==> config.mk <==
export PLATFORM = sky130hd
export DESIGN_NAME = sorted_deadline_timer_queue
export DESIGN_NICKNAME = d
export VERILOG_FILES = /design/src/hdl/sdtq_pkg.sv /design/src/hdl/sdtq_ram.sv /design/src/hdl/sdtq_dpath.sv /design/src/hdl/sdtq_ctrl.sv /design/src/hdl/sorted_deadline_timer_queue.sv
export SDC_FILE = /design/constraint.sdc
export NUM_CORES = 2
export LEC_CHECK = 0
export BUFFER_PORTS_ARGS = -buffer_cell sky130_fd_sc_hd__buf_4
export CAP_MARGIN = 30
export CORE_MARGIN = 2
export CORE_UTILIZATION = 42
export CTS_CLUSTER_DIAMETER = 200
export DETAILED_ROUTE_END_ITERATION = 10
export PLACE_DENSITY_LB_ADDON = 0.2
export SYNTH_ARGS = -nofsm -noshare
export SYNTH_HDL_FRONTEND = slang
export SYNTH_SLANG_ARGS = --single-unit
==> constraint.sdc <==
create_clock -name clock -period 7.9 [get_ports clock]
set_input_delay 0.395 -clock clock [delete_from_list [all_inputs] [get_ports clock]]
set_output_delay 0.395 -clock clock [all_outputs]
set_load 0.005 [all_outputs]
==> src/hdl/sdtq_pkg.sv <==
package sdtq_pkg;

   // Results per advance request before the walk stops.
   localparam int MAX_RESULTS = 16;
   localparam int RESULT_CNT_W = $clog2(MAX_RESULTS);

   // Request operation codes.
   localparam logic [1:0] OP_SET     = 2'd0;
   localparam logic [1:0] OP_ADVANCE = 2'd1;
   localparam logic [1:0] OP_CANCEL  = 2'd2;

   // Result kinds.
   localparam logic [1:0] KIND_ACK     = 2'd0;
   localparam logic [1:0] KIND_EXPIRED = 2'd1;
   localparam logic [1:0] KIND_FULL    = 2'd2;

   typedef struct packed {
      logic [1:0]  op;
      logic [31:0] period;
      logic [15:0] timer_id;
      logic [7:0]  owner;
      logic [31:0] interval;
   } sdtq_req_type;

   typedef struct packed {
      logic [1:0]  kind;
      logic [15:0] expired_id;
      logic [7:0]  expired_owner;
      logic        last;
   } sdtq_rsp_type;

   typedef struct packed {
      logic [31:0] deadline;
      logic [15:0] timer_id;
      logic [7:0]  owner;
   } sdtq_entry_type;

   typedef struct packed {
      logic       latch;
      logic       rd_head;
      logic       rd_rptr;
      logic       add_elapsed;
      logic       ins_empty;
      logic       ins_front;
      logic       scan_start;
      logic       shift;
      logic       ins_place;
      logic       pop;
      logic       clear_all;
      logic       can_start;
      logic       can_step;
      logic       can_done;
      logic       out_load;
      logic [1:0] out_kind;
      logic       out_pend;
      logic       out_last;
   } sdtq_cmd_type;

   typedef struct packed {
      logic [1:0] op;
      logic       empty;
      logic       full;
      logic       count_one;
      logic       owner_zero;
      logic       head_le;
      logic       scan_gt;
      logic       expired;
      logic       pend_valid;
      logic       n_last;
      logic       step_zero;
      logic       out_free;
   } sdtq_sts_type;

endpackage

==> src/hdl/sdtq_ram.sv <==
module sdtq_ram #(
   parameter int WIDTH = 8,
   parameter int DEPTH = 16
) (
   input  logic                     clock,
   input  logic                     wr_en,
   input  logic [$clog2(DEPTH)-1:0] wr_addr,
   input  logic [WIDTH-1:0]         wr_data,
   input  logic                     rd_en,
   input  logic [$clog2(DEPTH)-1:0] rd_addr,
   output logic [WIDTH-1:0]         rd_data
);

   logic [WIDTH-1:0] mem_ff [DEPTH];
   logic [WIDTH-1:0] rd_data_ff;

   always_ff @(posedge clock) begin
      if (wr_en) begin
         mem_ff[wr_addr] <= wr_data;
      end
      if (rd_en) begin
         rd_data_ff <= mem_ff[rd_addr];
      end
   end

   assign rd_data = rd_data_ff;

endmodule

==> src/hdl/sdtq_dpath.sv <==
module sdtq_dpath
   import sdtq_pkg::*;
#(
   parameter int QUEUE_DEPTH = 16
) (
   input  logic         clock,
   input  logic         reset,
   input  sdtq_cmd_type cmd,
   output sdtq_sts_type sts,
   input  sdtq_req_type req_payload,
   input  logic         rsp_stall,
   output logic         rsp_valid,
   output sdtq_rsp_type rsp_payload
);

   localparam int PW = $clog2(QUEUE_DEPTH);
   localparam int CW = $clog2(QUEUE_DEPTH + 1);
   localparam int ENTRY_W = $bits(sdtq_entry_type);
   localparam logic [PW-1:0] LAST_SLOT = PW'(QUEUE_DEPTH - 1);
   localparam logic [CW-1:0] FULL_COUNT = CW'(QUEUE_DEPTH);

   sdtq_req_type            req_ff, req_in;
   logic [31:0]             elapsed_ff, elapsed_in;
   logic [PW-1:0]           head_ff, head_in;
   logic [PW-1:0]           rptr_ff, rptr_in;
   logic [PW-1:0]           wptr_ff, wptr_in;
   logic [CW-1:0]           count_ff, count_in;
   logic [CW-1:0]           step_ff, step_in;
   logic [CW-1:0]           kept_ff, kept_in;
   logic [RESULT_CNT_W-1:0] n_ff, n_in;
   logic                    pend_v_ff, pend_v_in;
   sdtq_entry_type          pend_ff, pend_in;
   logic                    rsp_valid_ff, rsp_valid_in;
   sdtq_rsp_type            rsp_ff, rsp_in;

   logic [ENTRY_W-1:0]      ram_rd_data;
   sdtq_entry_type          rdata;
   sdtq_entry_type          new_entry;
   sdtq_entry_type          wr_data;
   logic                    wr_en;
   logic [PW-1:0]           wr_addr;
   logic                    rd_en;
   logic [PW-1:0]           rd_addr;
   logic [CW:0]             tail_sum;
   logic [PW-1:0]           tail_ptr;
   logic                    keep;
   logic                    out_free;

   function automatic logic [PW-1:0] ptr_inc(input logic [PW-1:0] p);
      ptr_inc = (p == LAST_SLOT) ? '0 : p + PW'(1);
   endfunction

   function automatic logic [PW-1:0] ptr_dec(input logic [PW-1:0] p);
      ptr_dec = (p == '0) ? LAST_SLOT : p - PW'(1);
   endfunction

   assign rdata = sdtq_entry_type'(ram_rd_data);
   assign new_entry.deadline = req_ff.period + elapsed_ff;
   assign new_entry.timer_id = req_ff.timer_id;
   assign new_entry.owner = req_ff.owner;
   assign keep = rdata.owner != req_ff.owner;
   assign out_free = !rsp_valid_ff || !rsp_stall;

   // Slot just past the youngest entry, modulo the ring size.
   assign tail_sum = (CW + 1)'(head_ff) + (CW + 1)'(count_ff);
   assign tail_ptr = (tail_sum >= (CW + 1)'(QUEUE_DEPTH)) ?
                     PW'(tail_sum - (CW + 1)'(QUEUE_DEPTH)) : PW'(tail_sum);

   assign rd_en = cmd.rd_head | cmd.rd_rptr;
   assign rd_addr = cmd.rd_head ? head_ff : rptr_ff;

   always_comb begin
      wr_en = 1'b0;
      wr_addr = wptr_ff;
      wr_data = rdata;
      if (cmd.ins_empty) begin
         wr_en = 1'b1;
         wr_addr = head_ff;
         wr_data.deadline = req_ff.period;
         wr_data.timer_id = req_ff.timer_id;
         wr_data.owner = req_ff.owner;
      end else if (cmd.ins_front) begin
         wr_en = 1'b1;
         wr_addr = ptr_dec(head_ff);
         wr_data = new_entry;
      end else if (cmd.ins_place) begin
         wr_en = 1'b1;
         wr_data = new_entry;
      end else if (cmd.shift) begin
         wr_en = 1'b1;
      end else if (cmd.can_step && keep) begin
         wr_en = 1'b1;
      end
   end

   sdtq_ram #(
      .WIDTH(ENTRY_W),
      .DEPTH(QUEUE_DEPTH)
   ) u_ram (
      .clock  (clock),
      .wr_en  (wr_en),
      .wr_addr(wr_addr),
      .wr_data(wr_data),
      .rd_en  (rd_en),
      .rd_addr(rd_addr),
      .rd_data(ram_rd_data)
   );

   always_comb begin
      req_in = req_ff;
      elapsed_in = elapsed_ff;
      head_in = head_ff;
      rptr_in = rptr_ff;
      wptr_in = wptr_ff;
      count_in = count_ff;
      step_in = step_ff;
      kept_in = kept_ff;
      n_in = n_ff;
      pend_v_in = pend_v_ff;
      pend_in = pend_ff;

      if (cmd.latch) begin
         req_in = req_payload;
      end
      if (cmd.add_elapsed) begin
         elapsed_in = elapsed_ff + req_ff.interval;
         n_in = '0;
         pend_v_in = 1'b0;
      end
      if (cmd.ins_empty) begin
         elapsed_in = '0;
         count_in = CW'(1);
      end
      if (cmd.ins_front) begin
         head_in = ptr_dec(head_ff);
         count_in = count_ff + CW'(1);
      end
      if (cmd.ins_place) begin
         count_in = count_ff + CW'(1);
      end
      if (cmd.scan_start) begin
         wptr_in = tail_ptr;
         rptr_in = ptr_dec(tail_ptr);
         step_in = count_ff;
      end
      if (cmd.shift) begin
         wptr_in = rptr_ff;
         rptr_in = ptr_dec(rptr_ff);
         step_in = step_ff - CW'(1);
      end
      if (cmd.pop) begin
         pend_in = rdata;
         pend_v_in = 1'b1;
         head_in = ptr_inc(head_ff);
         count_in = count_ff - CW'(1);
         n_in = n_ff + RESULT_CNT_W'(1);
      end
      if (cmd.clear_all) begin
         count_in = '0;
      end
      if (cmd.can_start) begin
         rptr_in = head_ff;
         wptr_in = head_ff;
         step_in = count_ff;
         kept_in = '0;
      end
      if (cmd.can_step) begin
         rptr_in = ptr_inc(rptr_ff);
         step_in = step_ff - CW'(1);
         if (keep) begin
            wptr_in = ptr_inc(wptr_ff);
            kept_in = kept_ff + CW'(1);
         end
      end
      if (cmd.can_done) begin
         count_in = kept_ff;
      end
   end

   always_comb begin
      rsp_valid_in = rsp_valid_ff && rsp_stall;
      rsp_in = rsp_ff;
      if (cmd.out_load) begin
         rsp_valid_in = 1'b1;
         rsp_in.kind = cmd.out_kind;
         rsp_in.expired_id = cmd.out_pend ? pend_ff.timer_id : '0;
         rsp_in.expired_owner = cmd.out_pend ? pend_ff.owner : '0;
         rsp_in.last = cmd.out_last;
      end
   end

   always_ff @(posedge clock) begin
      if (reset) begin
         elapsed_ff <= '0;
         head_ff <= '0;
         count_ff <= '0;
         pend_v_ff <= 1'b0;
         rsp_valid_ff <= 1'b0;
      end else begin
         elapsed_ff <= elapsed_in;
         head_ff <= head_in;
         count_ff <= count_in;
         pend_v_ff <= pend_v_in;
         rsp_valid_ff <= rsp_valid_in;
      end
      req_ff <= req_in;
      rptr_ff <= rptr_in;
      wptr_ff <= wptr_in;
      step_ff <= step_in;
      kept_ff <= kept_in;
      n_ff <= n_in;
      pend_ff <= pend_in;
      rsp_ff <= rsp_in;
   end

   assign sts.op = req_ff.op;
   assign sts.empty = count_ff == '0;
   assign sts.full = count_ff == FULL_COUNT;
   assign sts.count_one = count_ff == CW'(1);
   assign sts.owner_zero = req_ff.owner == 8'd0;
   assign sts.head_le = new_entry.deadline <= rdata.deadline;
   assign sts.scan_gt = rdata.deadline > new_entry.deadline;
   assign sts.expired = rdata.deadline <= elapsed_ff;
   assign sts.pend_valid = pend_v_ff;
   assign sts.n_last = n_ff == RESULT_CNT_W'(MAX_RESULTS - 1);
   assign sts.step_zero = step_ff == '0;
   assign sts.out_free = out_free;

   assign rsp_valid = rsp_valid_ff;
   assign rsp_payload = rsp_ff;

`ifndef ASSERT_OFF
   a_count_bound: assert property (@(posedge clock) disable iff (reset)
      count_ff <= FULL_COUNT)
      else $error("entry count above queue depth");

   a_pop_nonempty: assert property (@(posedge clock) disable iff (reset)
      cmd.pop |-> count_ff != '0)
      else $error("pop from an empty queue");

   a_load_free: assert property (@(posedge clock) disable iff (reset)
      cmd.out_load |-> (out_free && (!cmd.out_pend || pend_v_ff)))
      else $error("result loaded over a waiting result or without a pending entry");
`endif

endmodule

==> src/hdl/sdtq_ctrl.sv <==
module sdtq_ctrl
   import sdtq_pkg::*;
(
   input  logic         clock,
   input  logic         reset,
   input  logic         req_valid,
   output logic         req_stall,
   input  sdtq_sts_type sts,
   output sdtq_cmd_type cmd
);

   typedef enum logic [3:0] {
      ST_IDLE,
      ST_DECODE,
      ST_INS_HCMP,
      ST_INS_RD,
      ST_INS_CMP,
      ST_ADV_RD,
      ST_ADV_CMP,
      ST_ADV_FIN,
      ST_CAN_RD,
      ST_CAN_CMP,
      ST_EMIT_ACK,
      ST_EMIT_FULL
   } state_type;

   state_type state_ff, state_in;

   always_comb begin
      cmd = '0;
      state_in = state_ff;
      unique case (state_ff)
         ST_IDLE: begin
            if (req_valid) begin
               cmd.latch = 1'b1;
               state_in = ST_DECODE;
            end
         end
         ST_DECODE: begin
            unique case (sts.op)
               OP_SET: begin
                  if (sts.full) begin
                     state_in = ST_EMIT_FULL;
                  end else if (sts.empty) begin
                     cmd.ins_empty = 1'b1;
                     state_in = ST_EMIT_ACK;
                  end else begin
                     cmd.rd_head = 1'b1;
                     state_in = ST_INS_HCMP;
                  end
               end
               OP_ADVANCE: begin
                  if (sts.empty) begin
                     state_in = ST_EMIT_ACK;
                  end else begin
                     cmd.add_elapsed = 1'b1;
                     cmd.rd_head = 1'b1;
                     state_in = ST_ADV_CMP;
                  end
               end
               OP_CANCEL: begin
                  if (sts.owner_zero) begin
                     cmd.clear_all = 1'b1;
                     state_in = ST_EMIT_ACK;
                  end else begin
                     cmd.can_start = 1'b1;
                     state_in = ST_CAN_RD;
                  end
               end
               default: begin
                  state_in = ST_EMIT_ACK;
               end
            endcase
         end
         ST_INS_HCMP: begin
            if (sts.head_le) begin
               cmd.ins_front = 1'b1;
               state_in = ST_EMIT_ACK;
            end else begin
               cmd.scan_start = 1'b1;
               state_in = ST_INS_RD;
            end
         end
         ST_INS_RD: begin
            if (sts.step_zero) begin
               cmd.ins_place = 1'b1;
               state_in = ST_EMIT_ACK;
            end else begin
               cmd.rd_rptr = 1'b1;
               state_in = ST_INS_CMP;
            end
         end
         ST_INS_CMP: begin
            if (sts.scan_gt) begin
               cmd.shift = 1'b1;
               state_in = ST_INS_RD;
            end else begin
               cmd.ins_place = 1'b1;
               state_in = ST_EMIT_ACK;
            end
         end
         ST_ADV_RD: begin
            cmd.rd_head = 1'b1;
            state_in = ST_ADV_CMP;
         end
         ST_ADV_CMP: begin
            if (sts.expired) begin
               if (!sts.pend_valid || sts.out_free) begin
                  cmd.pop = 1'b1;
                  if (sts.pend_valid) begin
                     cmd.out_load = 1'b1;
                     cmd.out_kind = KIND_EXPIRED;
                     cmd.out_pend = 1'b1;
                  end
                  if (sts.count_one || sts.n_last) begin
                     state_in = ST_ADV_FIN;
                  end else begin
                     state_in = ST_ADV_RD;
                  end
               end
            end else if (sts.pend_valid) begin
               state_in = ST_ADV_FIN;
            end else begin
               state_in = ST_EMIT_ACK;
            end
         end
         ST_ADV_FIN: begin
            if (sts.out_free) begin
               cmd.out_load = 1'b1;
               cmd.out_kind = KIND_EXPIRED;
               cmd.out_pend = 1'b1;
               cmd.out_last = 1'b1;
               state_in = ST_IDLE;
            end
         end
         ST_CAN_RD: begin
            if (sts.step_zero) begin
               cmd.can_done = 1'b1;
               state_in = ST_EMIT_ACK;
            end else begin
               cmd.rd_rptr = 1'b1;
               state_in = ST_CAN_CMP;
            end
         end
         ST_CAN_CMP: begin
            cmd.can_step = 1'b1;
            state_in = ST_CAN_RD;
         end
         ST_EMIT_ACK: begin
            if (sts.out_free) begin
               cmd.out_load = 1'b1;
               cmd.out_kind = KIND_ACK;
               cmd.out_last = 1'b1;
               state_in = ST_IDLE;
            end
         end
         ST_EMIT_FULL: begin
            if (sts.out_free) begin
               cmd.out_load = 1'b1;
               cmd.out_kind = KIND_FULL;
               cmd.out_last = 1'b1;
               state_in = ST_IDLE;
            end
         end
         default: begin
            state_in = ST_IDLE;
         end
      endcase
   end

   always_ff @(posedge clock) begin
      if (reset) begin
         state_ff <= ST_IDLE;
      end else begin
         state_ff <= state_in;
      end
   end

   assign req_stall = state_ff != ST_IDLE;

`ifndef ASSERT_OFF
   a_accept_decode: assert property (@(posedge clock) disable iff (reset)
      (req_valid && !req_stall) |=> state_ff == ST_DECODE)
      else $error("accepted request not decoded");

   a_last_idle: assert property (@(posedge clock) disable iff (reset)
      (cmd.out_load && cmd.out_last) |=> state_ff == ST_IDLE)
      else $error("final result issued but request still active");
`endif

endmodule

==> src/hdl/sorted_deadline_timer_queue.sv <==
// One-shot timer queue kept in firing order by absolute deadline. A set
// request stores elapsed count plus period with the timer id and owner
// (the count is cleared first when the queue is empty); an equal or lower
// deadline than the current head goes in front, otherwise the entry lands
// after all entries due at or before it. An advance request adds its
// interval while the queue holds entries, then returns one expired result
// per due entry, earliest first, up to 16 per request, with last set on
// the final one; all other requests return one acknowledge (or a full
// flag for a rejected set). Entries live in a ring in a single-port-read
// RAM walked by a controller, one request at a time. A set that does not
// go to the head walks back from the tail; a cancel of one owner walks
// every queued entry, while a flush by owner zero clears the count. Each
// RAM step is a read followed by a compare and write. The next request is
// taken in the cycle after the final result loads, and a stalled waiting
// result delays that load. Counter and deadlines wrap at 32 bits and
// compare unsigned.
module sorted_deadline_timer_queue
   import sdtq_pkg::*;
#(
   parameter int QUEUE_DEPTH = 16
) (
   input  logic         clock,
   input  logic         reset,
   input  logic         req_valid,
   output logic         req_stall,
   input  sdtq_req_type req_payload,
   output logic         rsp_valid,
   input  logic         rsp_stall,
   output sdtq_rsp_type rsp_payload
);

   sdtq_cmd_type cmd;
   sdtq_sts_type sts;

   // Sequence each request: decode, walk the ring, issue results.
   sdtq_ctrl u_ctrl (
      .clock    (clock),
      .reset    (reset),
      .req_valid(req_valid),
      .req_stall(req_stall),
      .sts      (sts),
      .cmd      (cmd)
   );

   // Hold the ring, pointers, elapsed count and the result register.
   sdtq_dpath #(
      .QUEUE_DEPTH(QUEUE_DEPTH)
   ) u_dpath (
      .clock      (clock),
      .reset      (reset),
      .cmd        (cmd),
      .sts        (sts),
      .req_payload(req_payload),
      .rsp_stall  (rsp_stall),
      .rsp_valid  (rsp_valid),
      .rsp_payload(rsp_payload)
   );

endmodule
After elaboration in Yosys (flattened, before gate mapping)
Memories as Yosys holds them, arrays and structs flattened. A register that Yosys moved wholly into a read port is not among the register bits.
Index checks and enable logic that the tools add are counted.
- $add $sub $neg: 15
- order comparisons: 4
- equal/unequal tests: 23
- muxes and demuxes: 105
- bitwise operators: 1
- reductions and logical operators: 26
- operator list (kind ; count):
    56-bit 2-to-1 mux ; 3
    4-bit 2-to-1 mux ; 37
    5-bit 2-to-1 mux ; 14
    32-bit adder ; 2
    32-bit less-or-equal comparator ; 2
    4-bit one-hot mux with 10 select lines ; 1
    1-bit 2-to-1 mux ; 34
    4-bit equality test (second input constant) ; 8
    32-bit > comparator ; 1
    4-bit by 1-bit adder with 4-bit output (second input constant) ; 4
    4-bit by 3-bit equality test with 1-bit output (second input constant) ; 4
    4-bit zero test ; 4
    4-bit by 1-bit subtractor with 4-bit output (second input constant) ; 4
    2-bit 2-to-1 mux ; 7
    3-bit one-hot mux with 4 select lines ; 1
    4-bit one-hot mux with 3 select lines ; 1
    5-bit by 1-bit adder with 5-bit output (second input constant) ; 2
    5-bit zero test ; 2
    1-bit one-hot mux with 2 select lines ; 5
    5-bit by 1-bit subtractor with 5-bit output (second input constant) ; 2
    4-bit by 2-bit equality test with 1-bit output (second input constant) ; 2
    8-bit zero test ; 1
    8-bit inequality test ; 1
    4-bit nonzero test ; 2
    other kinds (21) ; 30
- register bits after elaboration: 210
- RAM bits: 896
- input bits: 94
- output and inout port bits: 29
- logic and storage cells: 197
- memories: 1
- memories (name ; depth ; width ; read ports ; clocked after Yosys merged registers in ; wr ports ; RTL line ; RTL):
    u_dpath.u_ram.mem_ff ; 16 ; 56 ; 1 ; 1 ; 1 ; sdtq_ram.sv:14 ; logic [WIDTH-1:0] mem_ff [DEPTH];

Depth between registers and ports, before layout
- word-level depth: 11
- mapped depth: 24
- depth with buffers taken out: 22

Modules after synthesis
A second synthesis with hierarchy kept.
- cells, all modules: 2979
- area total of the unflattened synthesis: 49882.8 µm²
- by module, submodules not included (module ; instances ; cells each ; area each (µm²) ; sequential area each (µm²)):
    sdtq_ram ; 1 ; 1445 ; 35238.8 ; 28587.4
    sdtq_dpath ; 1 ; 1437 ; 13985.9 ; 5665.4
    sdtq_ctrl ; 1 ; 97 ; 658.1 ; 80.1

Worst setup path before layout
Ideal clock, no wire load.
- kind: register -> register
- from: reg u_dpath.req_ff[56] (netlist bit)
- to: mem u_dpath.u_ram.mem_ff[14][0] (netlist bit) (enable)
- library setup time: 470 ps
- arrival: 7036 ps
- data required time: 7430 ps
- slack: 393 ps
- stages on the path, launching flop included: 23
- path buffers: 1
- period minus slack after synthesis: 7507 ps
- cell sequence: edfxtp_1 > ha_1 > inv_1 > fa_1 > nor2b_1 > o31a_1 > o2111ai_1 > o2111ai_1 > and3_1 > o21ai_1 > a21boi_0 > or4_1 > and2_1 > ha_1 > nand4_1 > nor4_2 > nand2_1 > a21oi_1 > buf_4 > nand3_1 > a31oi_1 > or3b_1 > nor2_1
- longest elaborated chain between the ends: 10
- elaborated cells on any way between the ends: 17
- those cells by class: add/sub: 1; order compare: 2; mux: 14
- ends and longest elaborated chain (what ; RTL line ; RTL):
    from (decl) ; sdtq_dpath.sv:22 ; sdtq_req_type req_ff, req_in;
    from (signal assigned) ; sdtq_dpath.sv:206 ; req_ff <= req_in;
    32-bit adder (*) ; sdtq_dpath.sv:58 ; assign new_entry.deadline = req_ff.period + elapsed_ff;
    32-bit > comparator ; sdtq_dpath.sv:222 ; assign sts.scan_gt = rdata.deadline > new_entry.deadline;
    1-bit 2-to-1 mux ; sdtq_ctrl.sv:94 ; if (sts.scan_gt) begin
    1-bit 2-to-1 mux ; sdtq_ctrl.sv:32 ; unique case (state_ff)
    1-bit 2-to-1 mux ; sdtq_dpath.sv:89 ; end else if (cmd.shift) begin
    1-bit 2-to-1 mux ; sdtq_dpath.sv:86 ; end else if (cmd.ins_place) begin
    1-bit 2-to-1 mux ; sdtq_dpath.sv:82 ; end else if (cmd.ins_front) begin
    1-bit 2-to-1 mux ; sdtq_dpath.sv:76 ; if (cmd.ins_empty) begin
    1-bit 2-to-1 mux ; sdtq_ram.sv:18 ; if (wr_en) begin
    1-bit 2-to-1 mux (not written as such) ; sdtq_ram.sv:19 ; mem_ff[wr_addr] <= wr_data;
    to (decl) ; sdtq_ram.sv:14 ;
Mark *: on every way between the ends. The rest lies on a longest branch, timed or not.

Worst setup path in the final report
- from: reg u_dpath.req_ff[56] (netlist bit)
- to: mem u_dpath.u_ram.mem_ff[4][3] (netlist bit) (enable)
Same word-level chain as after synthesis.

==> flow_metrics.tcl <==
set metrics [dict create \
    status "finished clean" \
    grt_start_max_net_pins 118 \
    ys_ff_latch 1162 \
    dieArea_um2 122000 \
    p_leak_nw 19.7 \
    antenna_found_initial 1 \
    gp_congestion 0.909 \
    cts-root-buf "clkbuf_16" \
    hold_class "input port to flop" \
    wl_per_cell_um 24.8 \
    die_w_um 350 \
    cts_tree "yes" \
    yosysMostFrequentCell "edfxtp_1" \
    p_int_mw 13.8 \
    drtPass1Iterations 8 \
    yosys.area_share.simple_pct 7.21 \
    met3_usage_pct 2.73 \
    yosysSeqAreaShare_pct 68.3 \
    end_kind "flop" \
    max-vdd-ir-drop_uv 322 \
    clk_pin_slew_ns 0.06 \
    synth_top_area_share_pct 66.1 \
    synth_nets 3420 \
    grt_pass1_wl_um 191000 \
    layout-drive-gt1-share_pct 18.5 \
    grt_pass1_vias 30000 \
    pwr-share-comb_pct 28.5 \
    period_share_pct 84.6 \
    synth_area_um2 50200 \
    ys_types 87 \
    cp.required_ns 8.32 \
    fillers 9748 \
    worst_pin_slew_ns 1.05 \
    synth-warning-count 0 \
    drt_iter0_drc 2565 \
    insertedDiodeCount 0 \
    area_growth_pct 16.3 \
    synth_ff_type "edfxtp_1" \
    clk_latency_ns 0.74 \
    synth-edff-count 1106 \
    drv_cap 0 \
    io-pin-count 123 \
    synth_common_cells "edfxtp_1 (1106), nand2_1 (339), mux4_2 (224)" \
    netlist_top_cells_area "edfxtp_1 (66%), mux4_2 (10%), ha_1 (3.6%), nand2_1 (2.5%), dfxtp_1 (2.2%)" \
    die_y_um 350 \
    switching_share_pct 32.5 \
    drv_slew 0 \
    finalPower_mw 20.4 \
    dpl.cell_count 4837 \
    cts.sinks 1162 \
    crit_arrival_ns 7.10 \
    pwr-share-seq_pct 44.1 \
    final_nets 3691 \
    avgSynthCellArea_um2 15.8 \
    cts.path.max_buffers 3 \
    ctsResizeCount 0 \
    core_um2 118000 \
    relSlewSlack_pct 29.4 \
    drc 0 \
    grt_overflow 0 \
    final_core_util_pct 49.4 \
    async_reset_ff_share_pct 0 \
    timing_hold_violations_final 0 \
    period_needed_ns 6.69 \
    multi_input_area_um2 15000 \
    synth_compound_area_share_pct 7.05 \
    power_density_nw_per_um2 350 \
    cp_max_fo 16 \
    crit_type "flop to flop" \
    synth-xor-area-share_pct 1.19 \
    start_util_pct 42.4 \
    syn-instance-count 3180 \
    fmax_mhz 150 \
    yosysTopAreaCell "edfxtp_1" \
    use_met1_pct 30.0 \
    skew_ns 0.0917 \
    clockPowerShare_pct 27.5 \
    synth_top_family_by_area "multiplexers" \
    seqCellArea_um2 34300 \
    cts_buffers 120 \
    viasPerCell 5.70 \
    track_usage_pct 20.8 \
    holdWs_ns 0.0606 \
    ant_nets 0 \
    synth-adder-area-share_pct 3.68 \
    wirelength_um 128000 \
    rsz0062_at_grt "false" \
    setup_violations 0 \
    htree_levels 3 \
    grt_busiest_layer "met2" \
    vias 29400 \
    cp-start-kind "flop" \
    p_sw_mw 6.63 \
    use_met2_pct 33.4 \
    instances_no_fill 5153 \
    portBuffers 122 \
    finalSetupTns_ns 0 \
    rows 126 \
    hpwl_um 74100 \
    synth_mux_area_share_pct 10.3 \
]
## per-stage QoR
step / setup slack, ns / instance area (µm²)
6_report: 1.21 / 58400
5_1_grt: 0.879 / 58400
4_1_cts: 1.20 / 58400
3_5_place_dp: 1.18 / 53600
3_3_place_gp: 1.24 / 53500
2_1_floorplan: 0.393 / 50200
## worst paths after layout
path | from | to | slack (ns) | cells past startpoint
worst max register to register | u_dpath.req_ff[56] | u_dpath.u_ram.mem_ff[4][3] | 1.21 | 24
worst max-delay path | u_dpath.req_ff[56] | u_dpath.u_ram.mem_ff[4][3] | 1.21 | 24
worst min register to register | u_dpath.u_ram.rd_data[20] | u_dpath.pend_ff[20] | 0.46 | 0
worst min-delay path | rsp_stall | u_dpath.rsp_valid | 0.06 | 3
## worst max-delay path: stages (launching register included)
cell	delay, ns
edfxtp_1	0.39
ha_1	0.22
inv_1	0.07
fa_1	0.20
nor2b_1	0.07
o31a_1	0.28
o2111ai_1	0.25
o2111ai_1	0.25
and3_1	0.30
o21ai_1	0.24
a21boi_0	0.15
or4_1	0.52
and2_1	0.19
ha_1	0.29
nand4_1	0.13
nor2_1	0.12
or4b_1	0.45
a31oi_1	0.21
a21oi_1	0.07
buf_4	0.20
nand3_1	0.12
a31oi_1	0.16
or3_1	0.54
nor2_4	0.72
buf_12	0.27
## power groups by stage
stage / Combinational (mW) / Clock [mW] / Sequential, mW
floorplan: 3.76 / 0 / 8.95
global placement: 5.62 / 0 / 9.10
detailed placement: 5.77 / 0 / 9.11
CTS: 5.84 / 5.75 / 9.00
global route: 6.35 / 5.96 / 9.05
finish: 5.82 / 5.61 / 9.00
## layout by cell type (no fill, tap or decap), drive strengths merged, types with 6 or more instances in the layout
cell type / n
xnor2: 34
ha: 143
o211ai: 16
a22oi: 10
bufinv: 12
clkinv: 57
a211oi: 75
nor2b: 22
mux4: 224
and2: 86
edfxtp: 1106
o21a: 15
clkbuf: 149
buf: 200
or3: 8
and3: 19
a221o: 6
mux2i: 12
nand4: 17
dlygate4sd3: 90
or2: 11
a211o: 6
a21o: 31
xor2: 34
a21oi: 123
nand2b: 16
a31oi: 99
o31ai: 16
inv: 110
o21ai: 94
nand2: 341
nor4: 9
nand3: 44
nor2: 148
nor3: 33
o21bai: 12
dfxtp: 56
## what timing repair did
| item | in CTS | in global routing |
|---|---|---|
| hold buffers | 90 | 0 |
| hold endpoints to repair | 90 | 0 |
| buffers inserted | 0 | 0 |
## sequential cells by signal (all words and copies together) (netlist names), 5 cells and up
register and count:
u_dpath.u_ram.mem_ff 896, u_dpath.req_ff 64, u_dpath.u_ram.rd_data 56, u_dpath.elapsed_ff 32
u_dpath.rsp_payload 27, u_dpath.new_entry 24, u_dpath.pend_ff 24, u_dpath.count_ff 5
u_dpath.kept_ff 5, u_dpath.step_ff 5
## routing by layer
metal	part of all wire [%]	vias to the layer above
met5	0	-
met4	2.5	0
met3	5.4	180
met2	47	962
met1	45	15200
li1	-	13000
## kinds of logic (layout without fill, tap and decap cells)
kind of cell             after synthesis  after routing
AO/OA/AOI/OAI                        542            542
XOR/XNOR                              68             68
adder cells (fa/ha/maj)              146            146
buffers and inverters                250            623
flip-flops                          1162           1162
multiplexers                         238            238
AND/OR/NAND/NOR                      774            774
## cell type report
class	instances	area share, %
well taps	1600	3.43
repair buffers	290	4.66
clock inverters	75	1.39
flip-flops and latches	1162	58.7
multi-input cells	1768	25.7
clock buffers	149	5.38
inverters	109	0.700
Power figures use the tool's default switching activity.
